--- src/hw/rtl/aging_page_replacement_defines.svh ---
// Assertion macros shared by the aging page replacement RTL.
`ifndef AGING_PAGE_REPLACEMENT_DEFINES_SVH
`define AGING_PAGE_REPLACEMENT_DEFINES_SVH

// Same-cycle implication, checked at every rising clock edge outside reset.
`define APR_ASSERT_NOW(label, ante, cons, msg) \
  label: assert property (@(posedge clk) disable iff (!rst_n) (ante) |-> (cons)) \
    else $error(msg);

// Next-cycle implication, checked at every rising clock edge outside reset.
`define APR_ASSERT_NEXT(label, ante, cons, msg) \
  label: assert property (@(posedge clk) disable iff (!rst_n) (ante) |=> (cons)) \
    else $error(msg);

`endif

--- src/hw/rtl/apr_pkg.sv ---
// Package with constants and types for the aging page replacement block.
`timescale 1ns / 1ps

package apr_pkg;

  localparam int FRAMES_DEF    = 4;
  localparam int AGE_BITS_DEF  = 24;
  localparam int PAGE_BITS_DEF = 20;

  localparam int OUT_IDX_BITS  = 2;
  localparam int INTERVAL_BITS = 8;
  localparam logic [INTERVAL_BITS-1:0] INTERVAL_RESET = 8'd3;

  // Result of comparing one frame against the request and the current victim.
  typedef struct packed {
    logic match;
    logic absent;
    logic younger;
  } apr_cmp_t;

endpackage

--- src/hw/rtl/apr_frame_cmp.sv ---
// Shared frame compare unit: page match, absent frame and age ordering.
`timescale 1ns / 1ps

module apr_frame_cmp #(
  parameter int PAGE_BITS = apr_pkg::PAGE_BITS_DEF,
  parameter int AGE_BITS  = apr_pkg::AGE_BITS_DEF
) (
  input  logic [PAGE_BITS-1:0] req_page,
  input  logic [PAGE_BITS-1:0] frame_page,
  input  logic                 frame_present,
  input  logic [AGE_BITS-1:0]  frame_age,
  input  logic [AGE_BITS-1:0]  best_age,
  output apr_pkg::apr_cmp_t    res
);

  always_comb begin
    res.match   = frame_present && (frame_page == req_page);
    res.absent  = !frame_present;
    res.younger = frame_age < best_age;
  end

endmodule

--- src/hw/rtl/aging_page_replacement.sv ---
// Top level of the aging page replacement block.
`timescale 1ns / 1ps
`include "aging_page_replacement_defines.svh"

// Aging page replacement over a small table of frames.
// Input channel: in_valid / in_stall carry one page number per transfer.
// Result channel: out_valid / out_stall carry hit, frame index, the evicted
// frame's page, present bit and age, and whether an aging pass ran.
// Configuration: cfg_wr_en writes cfg_wr_data into the aging interval.
// A request passes through an idle state that takes it, a scan state that
// checks one frame per cycle through the shared compare unit, and a commit
// state that updates the frame, runs the aging pass when it is due and
// loads the output register.
// The scan stops early on a hit or on an absent frame.
// The input is stalled from acceptance until the commit cycle is done.
// A stalled result waits in the output register; the next request can be
// taken and scanned meanwhile, but its commit waits until the result moves.
// Reset clears all frames, the interval count and the output valid, and
// sets the aging interval to 3.
module aging_page_replacement #(
  parameter int FRAMES    = apr_pkg::FRAMES_DEF,
  parameter int AGE_BITS  = apr_pkg::AGE_BITS_DEF,
  parameter int PAGE_BITS = apr_pkg::PAGE_BITS_DEF
) (
  input  logic                                 clk,
  input  logic                                 rst_n,
  input  logic                                 in_valid,
  output logic                                 in_stall,
  input  logic [PAGE_BITS-1:0]                 in_page_request,
  output logic                                 out_valid,
  input  logic                                 out_stall,
  output logic                                 out_hit,
  output logic [apr_pkg::OUT_IDX_BITS-1:0]     out_frame_index,
  output logic [PAGE_BITS-1:0]                 out_evicted_page,
  output logic                                 out_evicted_present,
  output logic [AGE_BITS-1:0]                  out_evicted_age,
  output logic                                 out_aged,
  input  logic                                 cfg_wr_en,
  input  logic [apr_pkg::INTERVAL_BITS-1:0]    cfg_wr_data
);

  localparam int IDX_W = (FRAMES > 1) ? $clog2(FRAMES) : 1;
  localparam logic [IDX_W-1:0] LAST_IDX = IDX_W'(FRAMES - 1);
  localparam logic [AGE_BITS-1:0] AGE_TOP = {1'b1, {(AGE_BITS-1){1'b0}}};

  localparam logic [1:0] ST_IDLE = 2'd0;
  localparam logic [1:0] ST_SCAN = 2'd1;
  localparam logic [1:0] ST_DONE = 2'd2;

  logic [1:0]           state_r, state_nxt;
  logic [IDX_W-1:0]     idx_r, idx_nxt;
  logic [IDX_W-1:0]     pick_r, pick_nxt;
  logic [PAGE_BITS-1:0] req_r, req_nxt;
  logic                 hit_r, hit_nxt;
  logic [PAGE_BITS-1:0] ev_page_r, ev_page_nxt;
  logic [AGE_BITS-1:0]  ev_age_r, ev_age_nxt;
  logic                 ev_present_r, ev_present_nxt;

  logic [PAGE_BITS-1:0] page_r [FRAMES];
  logic [PAGE_BITS-1:0] page_nxt [FRAMES];
  logic [AGE_BITS-1:0]  age_r [FRAMES];
  logic [AGE_BITS-1:0]  age_nxt [FRAMES];
  logic [FRAMES-1:0]    present_r, present_nxt;
  logic [FRAMES-1:0]    ref_r, ref_nxt;

  logic [apr_pkg::INTERVAL_BITS-1:0] cnt_r, cnt_nxt, cnt_inc;
  logic [apr_pkg::INTERVAL_BITS-1:0] interval_r;

  logic                                out_valid_r;
  logic                                out_hit_r;
  logic [apr_pkg::OUT_IDX_BITS-1:0]    out_frame_index_r;
  logic [PAGE_BITS-1:0]                out_evicted_page_r;
  logic                                out_evicted_present_r;
  logic [AGE_BITS-1:0]                 out_evicted_age_r;
  logic                                out_aged_r;

  logic              out_free;
  logic              commit;
  logic              do_age;
  apr_pkg::apr_cmp_t cmp;

  apr_frame_cmp #(
    .PAGE_BITS(PAGE_BITS),
    .AGE_BITS (AGE_BITS)
  ) u_cmp (
    .req_page     (req_r),
    .frame_page   (page_r[idx_r]),
    .frame_present(present_r[idx_r]),
    .frame_age    (age_r[idx_r]),
    .best_age     (ev_age_r),
    .res          (cmp)
  );

  assign out_free = !out_valid_r || !out_stall;
  assign commit   = (state_r == ST_DONE) && out_free;
  assign do_age   = (cnt_r == '0);
  assign in_stall = (state_r != ST_IDLE);

  // Sequencer: take a request, scan the frames one per cycle, then commit.
  always_comb begin
    state_nxt      = state_r;
    idx_nxt        = idx_r;
    pick_nxt       = pick_r;
    req_nxt        = req_r;
    hit_nxt        = hit_r;
    ev_page_nxt    = ev_page_r;
    ev_age_nxt     = ev_age_r;
    ev_present_nxt = ev_present_r;
    case (state_r)
      ST_IDLE: begin
        if (in_valid) begin
          req_nxt   = in_page_request;
          idx_nxt   = '0;
          hit_nxt   = 1'b0;
          state_nxt = ST_SCAN;
        end
      end
      ST_SCAN: begin
        if (cmp.match) begin
          hit_nxt   = 1'b1;
          pick_nxt  = idx_r;
          state_nxt = ST_DONE;
        end else if (cmp.absent) begin
          pick_nxt       = idx_r;
          ev_page_nxt    = page_r[idx_r];
          ev_age_nxt     = age_r[idx_r];
          ev_present_nxt = 1'b0;
          state_nxt      = ST_DONE;
        end else begin
          // The first frame is the starting victim; later ones replace it
          // only when strictly younger, so ties keep the earlier frame.
          if ((idx_r == '0) || cmp.younger) begin
            pick_nxt       = idx_r;
            ev_page_nxt    = page_r[idx_r];
            ev_age_nxt     = age_r[idx_r];
            ev_present_nxt = 1'b1;
          end
          if (idx_r == LAST_IDX) begin
            state_nxt = ST_DONE;
          end else begin
            idx_nxt = idx_r + 1'b1;
          end
        end
      end
      ST_DONE: begin
        if (out_free) begin
          state_nxt = ST_IDLE;
        end
      end
      default: begin
        state_nxt = ST_IDLE;
      end
    endcase
  end

  // Frame update on commit, followed by the aging pass when it is due.
  always_comb begin
    for (int i = 0; i < FRAMES; i++) begin
      page_nxt[i]    = page_r[i];
      age_nxt[i]     = age_r[i];
      present_nxt[i] = present_r[i];
      ref_nxt[i]     = ref_r[i];
      if (commit && (IDX_W'(i) == pick_r)) begin
        ref_nxt[i] = 1'b1;
        if (!hit_r) begin
          page_nxt[i]    = req_r;
          present_nxt[i] = 1'b1;
          age_nxt[i]     = AGE_TOP;
        end
      end
      if (commit && do_age) begin
        age_nxt[i] = {ref_nxt[i], age_nxt[i][AGE_BITS-1:1]};
        ref_nxt[i] = 1'b0;
      end
    end
  end

  always_comb begin
    cnt_inc = cnt_r + 1'b1;
    cnt_nxt = (cnt_inc >= interval_r) ? '0 : cnt_inc;
  end

  always_ff @(posedge clk) begin
    if (!rst_n) begin
      state_r    <= ST_IDLE;
      cnt_r      <= '0;
      interval_r <= apr_pkg::INTERVAL_RESET;
      present_r  <= '0;
      ref_r      <= '0;
      for (int i = 0; i < FRAMES; i++) begin
        page_r[i] <= '0;
        age_r[i]  <= '0;
      end
    end else begin
      state_r   <= state_nxt;
      present_r <= present_nxt;
      ref_r     <= ref_nxt;
      for (int i = 0; i < FRAMES; i++) begin
        page_r[i] <= page_nxt[i];
        age_r[i]  <= age_nxt[i];
      end
      if (commit) begin
        cnt_r <= cnt_nxt;
      end
      if (cfg_wr_en) begin
        interval_r <= cfg_wr_data;
      end
    end
  end

  always_ff @(posedge clk) begin
    idx_r        <= idx_nxt;
    pick_r       <= pick_nxt;
    req_r        <= req_nxt;
    hit_r        <= hit_nxt;
    ev_page_r    <= ev_page_nxt;
    ev_age_r     <= ev_age_nxt;
    ev_present_r <= ev_present_nxt;
  end

  // Output register: loaded on commit, cleared once the transfer completes.
  always_ff @(posedge clk) begin
    if (!rst_n) begin
      out_valid_r <= 1'b0;
    end else if (commit) begin
      out_valid_r <= 1'b1;
    end else if (!out_stall) begin
      out_valid_r <= 1'b0;
    end
  end

  always_ff @(posedge clk) begin
    if (commit) begin
      out_hit_r             <= hit_r;
      out_frame_index_r     <= apr_pkg::OUT_IDX_BITS'(pick_r);
      out_evicted_page_r    <= hit_r ? '0 : ev_page_r;
      out_evicted_present_r <= hit_r ? 1'b0 : ev_present_r;
      out_evicted_age_r     <= hit_r ? '0 : ev_age_r;
      out_aged_r            <= do_age;
    end
  end

  assign out_valid           = out_valid_r;
  assign out_hit             = out_hit_r;
  assign out_frame_index     = out_frame_index_r;
  assign out_evicted_page    = out_evicted_page_r;
  assign out_evicted_present = out_evicted_present_r;
  assign out_evicted_age     = out_evicted_age_r;
  assign out_aged            = out_aged_r;

  `APR_ASSERT_NEXT(a_accept_starts_scan, in_valid && !in_stall, state_r == ST_SCAN,
                   "accepted request did not start a scan")
  `APR_ASSERT_NOW(a_valid_from_commit, $rose(out_valid_r), $past(state_r) == ST_DONE,
                  "result appeared without a commit")
  `APR_ASSERT_NOW(a_hit_no_evict, out_valid_r && out_hit_r,
                  out_evicted_page_r == '0 && out_evicted_age_r == '0 && !out_evicted_present_r,
                  "hit result carries eviction data")
  `APR_ASSERT_NOW(a_scan_idx_range, state_r == ST_SCAN, idx_r <= LAST_IDX,
                  "scan index beyond last frame")
  `APR_ASSERT_NEXT(a_commit_updates_frame, commit,
                   present_r[pick_r] && ref_r[pick_r] || $past(do_age),
                   "committed frame not present and referenced")

endmodule

--- config.mk ---
export PLATFORM = sky130hd
export DESIGN_NAME = aging_page_replacement
export DESIGN_NICKNAME = d
export VERILOG_FILES = /design/src/hw/rtl/apr_pkg.sv /design/src/hw/rtl/apr_frame_cmp.sv /design/src/hw/rtl/aging_page_replacement.sv
export VERILOG_INCLUDE_DIRS = /design/src /design/src/hw/rtl
export SDC_FILE = /design/constraint.sdc
export NUM_CORES = 1
export LEC_CHECK = 0
export ABC_AREA = 1
export BUFFER_PORTS_ARGS = -buffer_cell sky130_fd_sc_hd__buf_2
export CAP_MARGIN = 20
export CELL_PAD_IN_SITES_DETAIL_PLACEMENT = 0
export CELL_PAD_IN_SITES_GLOBAL_PLACEMENT = 1
export CORE_ASPECT_RATIO = 0.9
export CORE_UTILIZATION = 43
export CTS_BUF_LIST = sky130_fd_sc_hd__clkbuf_4 sky130_fd_sc_hd__clkbuf_8 sky130_fd_sc_hd__clkbuf_16
export DETAILED_ROUTE_END_ITERATION = 10
export GPL_TIMING_DRIVEN = 0
export HOLD_SLACK_MARGIN = 0.03
export PLACE_DENSITY_LB_ADDON = 0.1
export RECOVER_POWER = 50
export SLEW_MARGIN = 0
export SYNTH_ARGS = -nofsm -noshare
export SYNTH_HDL_FRONTEND = slang
export SYNTH_SLANG_ARGS = --single-unit
--- constraint.sdc ---
create_clock -name clk -period 4.75 [get_ports clk]
set_clock_uncertainty 0.05 [all_clocks]
set_input_delay 0.7125 -clock clk [delete_from_list [all_inputs] [get_ports clk]]
set_output_delay 0.7125 -clock clk [all_outputs]
set_load 0.02 [all_outputs]
# Word-level counts from Yosys, hierarchy flattened

Memory sizes are Yosys's and may differ from the RTL's. A register that Yosys moved wholly into a read port is not among the register bits.
Cells that the tools add are included.

Bitwise logic cells: 11
Order comparisons: 3
Multiplexer cells: 63
Add/subtract/negate cells: 2
Equal/unequal tests: 25
Reduce and logical (&&, ||, !) cells: 32

Operators with widths:

| operator              | count |
|---|---|
| $mux W24              | 18 |
| $mux W20              | 14 |
| $mux W2               | 14 |
| $lt A24 B24 Y1        | 1 |
| $reduce_and A3 Y1     | 7 |
| $eq A20 B20 Y1        | 1 |
| $ne A2 B2 Y1 const B  | 10 |
| $mux W1               | 12 |
| $reduce_and A2 Y1     | 6 |
| $add A8 B1 Y8 const B | 1 |
| $ge A8 B8 Y1          | 1 |
| $logic_not A8 Y1      | 1 |
| $mux W8               | 1 |
| $or A1 B1 Y1          | 8 |
| $logic_and A1 B1 Y1   | 7 |
| $logic_not A2 Y1      | 3 |
| $pmux W2 S3           | 1 |
| $reduce_and A5 Y1     | 1 |
| $eq A2 B2 Y1 const A  | 2 |
| $eq A2 B2 Y1 const B  | 2 |
| $ne A1 B1 Y1 const B  | 4 |
| $ne A2 B1 Y1 const B  | 2 |
| $ne A4 B4 Y1 const B  | 1 |
| $pmux W2 S2           | 1 |
| other kinds (12)      | 17 |

Bits in registers: 146
Bits of input ports: 33
Memories: 2
Logic and storage cells: 160
Output and inout port bits: 51
Memory bits (writable): 176

Memories:

| name   | depth | bits a word | rd ports | clocked after Yosys merged registers in | write ports | RTL line                     | text |
|---|---|---|---|---|---|---|---|
| age_r  | 4     | 24          | 5        | 1                                       | 4           | aging_page_replacement.sv:61 | `logic [AGE_BITS-1:0] age_r [FRAMES];` |
| page_r | 4     | 20          | 1        | 1                                       | 4           | aging_page_replacement.sv:59 | `logic [PAGE_BITS-1:0] page_r [FRAMES];` |

# Longest topological paths before layout

Depth in word-level cells: 7
Mapped depth: 19
Gate-level depth less buffers: 16

# Hierarchy

From an unflattened synthesis, not the netlist that was laid out.

Cells, all modules: 1,394
Area, all modules: 13,641.8 um2

By module, submodules not included:

| module                 | sequential area each (um2) | times used | area each (um2) | cells each |
|---|---|---|---|---|
| aging_page_replacement | 8,478.1                    | 1          | 12,714.7        | 1,231 |
| apr_frame_cmp          | 0.0                        | 1          | 927.1           | 163 |

# Least setup slack after synthesis

No wires, ideal clock.

Kind: reg-to-reg
Start point: register with a tool-made name
End point: register ev_age_r[0] (enable)
Required time: 4.253 ns
Path buffers: 4
Stages on the path, launching flop included: 18
Path slack: 0.028 ns
Clock period less this slack: 4.722 ns
Arrival time: 4.224 ns
Library setup time: 0.447 ns
Path through: dfxtp_1 -> buf_6 -> inv_8 -> buf_6 -> clkbuf_1 -> clkbuf_1 -> nor2_1 -> o22ai_1 -> ha_1 -> a21oi_1 -> nor2_1 -> a211oi_1 -> o21ai_0 -> a21oi_1 -> nand2_1 -> nand2_1 -> nand2_1 -> nor2_1

RTL lines:

| element                | RTL line                      | text |
|---|---|---|
| end signal: assignment | aging_page_replacement.sv:217 | `ev_age_r <= ev_age_nxt;` |
| end: declaration       | aging_page_replacement.sv:56  | `logic [AGE_BITS-1:0] ev_age_r, ev_age_nxt;` |

==> results.md <==
* Outcome: finished with violations
* Violated checks: max-capacitance violations, max-slew violations
* Cell family with most CP delay: buffers and inverters
* Gr usage total at 0.212
* Worst Setup EP: ev_age_r[21]$_DFFE_PP_
* Max Slew Vio Count at 44
* Worst slew pin tran at 2.23 ns
* Sink Count at 324
* Initial core utilization at 0.440
* Routed Antenna Nets at 0
* Period minus WS final at ~4.4 ns
* Number of global-route vias before repair at 9406
* Antenna Cells at 0
* Cell taking the most area after synthesis: edfxtp_1
* # rows at slightly above 60
* GR peak layer: met1
* Met3 GRT Util at 0.0357
* Worst Path Max Fanout at 21
* Count of cell types in the netlist at 38
* First-pass DRT Iterations at 5
* First-pass GRT wire length at 52100 um
* Tcrit/Tclk final at 0.932
* Peak supply drop at 0.289 mV
* P&R area growth vs syn at 16.8%
* PwrDens at roughly 440 nW/um^2
* Die width at 190 um
* Clk_lat worst skew at 0.52 ns
* Worst stage delay on the critical path at 0.46 ns
* YS warnings at 0
* Max Clock Freq at 226 MHz
* Worst path slowest cell: clkbuf_1
* WHS at 0.315 ns
* DRC viols at 0
* Async SR Flop Fraction at 0
* Initial drt markers at 794
* Post-Syn Instances at 1417
* CP Depth at 19
* NumNets Final at 1616
* Static leakage at 0.00648 uW
* Register area share after synthesis at 0.621
* Routed wire length at 34600 um
* Worst EP arrival at between 4 and 5 ns
* IO buf count at 82
* Required @ worst endpoint at 4.92 ns
* RSZ-0062 raised after global routing: false
* CP Class: reg2reg
* Initial antenna violation count at 0
* Htree depth at 2
* Vias at around 10000
* Root Buffer: clkbuf_16
* Synth top area share at 0.437
* Post-Syn Area at about 14000 um^2
* Max cap viols at 1
* Num CTS Buffers at 37
* Util after Layout at 0.514
* DR vias/cell at 5.10
* TritonCTS clock tree: built
* Clock-pin slew on the worst setup and hold paths at 0.06 ns
* R2r endpoint: ev_age_r[21]$_DFFE_PP_
* Hold Path Class: in2reg
* Global Route met2 Usage at 0.310
* Mapped Nets at 1485
* Global routing met1 resource utilization at 0.324
* Pin count of the biggest net entering global routing at 44
* Fraction of layout cells with a size suffix above 1 at 0.0894
* Final setup vio count at 0
* Worst Setup Start Kind: register
* Number of enable flip-flop cells after synthesis at 199
* Most frequent cells in the layout: nand2_1, nor2_1, edfxtp_1, inv_1, dfxtp_1
* CTS hold repair buffers at 0
* Core Box Area at 31100 um^2
* Number of synthesized register bits at 324
* Top FF cell, synth: edfxtp_1
* Worst slew margin at -0.488
* Die area at 32500 um^2
* RePlAce Congestion at 0.857
* Remaining global-route overflow at 0
* Drt wl/cell at between 15 and 20 um
* Most common cell after layout, fill and taps aside: nand2_1
* Crit path top cell by count: nand2_1
* Clk buf depth at 3
* Critical path, cell by cell: buf_6 -> inv_8 -> buf_6 -> clkbuf_1 -> clkbuf_1 -> o21ai_0 -> o22ai_1 -> ha_1 -> a21oi_1 -> nor2_1 -> a211oi_1 -> o21ai_0 -> a21oi_1 -> nand2_1 -> nand2_1 -> nand2_1 -> nor2_4 -> buf_12 -> buf_16
* Die Span Y at 171 um
* Synth area leaders: edfxtp_1, dfxtp_1, nand2_1
* Final hold violations at 0
* Ports at 84
* Crit end category: register
* WP buf/inv at 7
* Syn_area_per_cell at around 9.6 um^2
* Hpwl dp at 24500 um
* R2r setup slk at 0.32 ns
* R2r worst-path depth at 19
-- sequential cells by signal (all words and copies together), names as in the netlist, 2 cells and up, named ones only --
| register | flops |
|---|---|
| out_evicted_page | 20 |
| ev_page_r | 20 |
| ref_r | 4 |
| present_r | 4 |
| idx_r | 2 |
| ev_age_r | 24 |
| out_frame_index | 2 |
| page_r | 80 |
| state_r | 2 |
| age_r | 96 |
| out_evicted_age | 24 |
| interval_r | 8 |
| req_r | 20 |
| cnt_r | 8 |
| pick_r | 2 |
-- cell type report --
cell class,instances,area (um^2)
clock inverters,15,206
well taps,409,512
clock buffers,53,1090
repair buffers,91,514
multi-input cells,878,4260
flip-flops and latches,324,8480
inverters,142,543
plain buffers,74,358
fillers,2946,15100
-- repair_timing --
| action | in CTS | in global routing |
|---|---|---|
| gates resized for setup | 0 | 3 |
| setup buffers | 0 | 4 |
| hold endpoints to repair | 0 | 0 |
| endpoints found under the setup margin | 0 | 45 |
-- power breakdown --
part | total [uW] | internal, uW | switching (uW)
sequential | 3160 | 3120 | 37.6
combinational | 827 | 239 | 589
clock | 3000 | 1880 | 1120
-- kinds of logic after synthesis --
logic type,Yosys count,synth area share
AO/OA/AOI/OAI,217,0.0922
XOR/XNOR,6,0.00385
adder cells (fa/ha/maj),35,0.0321
buffers and inverters,216,0.0681
flip-flops,324,0.621
AND/OR/NAND/NOR,619,0.183
-- cell usage after synthesis, types with 2 or more instances --
| cell | count |
|---|---|
| edfxtp_1 | 199 |
| buf_2 | 18 |
| o21ai_0 | 58 |
| a211oi_1 | 2 |
| or2_2 | 2 |
| nand2_1 | 308 |
| inv_1 | 137 |
| buf_6 | 9 |
| nand2_2 | 2 |
| buf_4 | 2 |
| clkbuf_1 | 39 |
| o211ai_1 | 3 |
| nor3_1 | 5 |
| nor4_1 | 2 |
| nand3_1 | 85 |
| xor2_1 | 6 |
| buf_1 | 5 |
| nor2_1 | 205 |
| nand3_2 | 3 |
| inv_2 | 3 |
| o22ai_1 | 109 |
| a22oi_1 | 3 |
| a21oi_1 | 37 |
| ha_1 | 35 |
| nand4_1 | 3 |
| dfxtp_1 | 125 |
-- worst min-delay path by stage --
stage	from	endpoint	slack [ns]	cells past startpoint
finish	in_page_request[0]	req_r[0]$_DFFE_PP_	0.32	1
detailed placement	present_r[1]$_SDFFE_PN0P_	present_r[1]$_SDFFE_PN0P_	0.39	2
CTS	in_page_request[7]	req_r[7]$_DFFE_PP_	0.30	1
global route	in_page_request[6]	req_r[6]$_DFFE_PP_	0.31	1
global placement	present_r[3]$_SDFFE_PN0P_	present_r[3]$_SDFFE_PN0P_	0.39	2
floorplan	present_r[1]$_SDFFE_PN0P_	present_r[1]$_SDFFE_PN0P_	0.37	2
-- routing by layer --
layer | vias up | routed length, um
li1 | 5052 | -
met1 | 4718 | 17000
met2 | 322 | 14300
met3 | 38 | 2830
met4 | 0 | 505
met5 | - | 0
-- through the flow --
| step | power [uW] | setup TNS [ns] | worst slack [ns] | instances | area, um^2 |
|---|---|---|---|---|---|
| 6_report | 6990 | 0 | 0.323 | 1986 | 16000 |
| 5_1_grt | 7250 | 0 | 0.0605 | 1986 | 16000 |
| 4_1_cts | 7020 | 0 | 0.0199 | 1980 | 16000 |
| 3_5_place_dp | 4030 | 0 | 0.0343 | 1912 | 14700 |
| 3_3_place_gp | 4020 | -95.04 | -2.12 | 1908 | 14600 |
| 2_1_floorplan | 3730 | 0 | 0.0284 | 1417 | 13700 |
No activity file was read; power rests on OpenSTA's default activity.
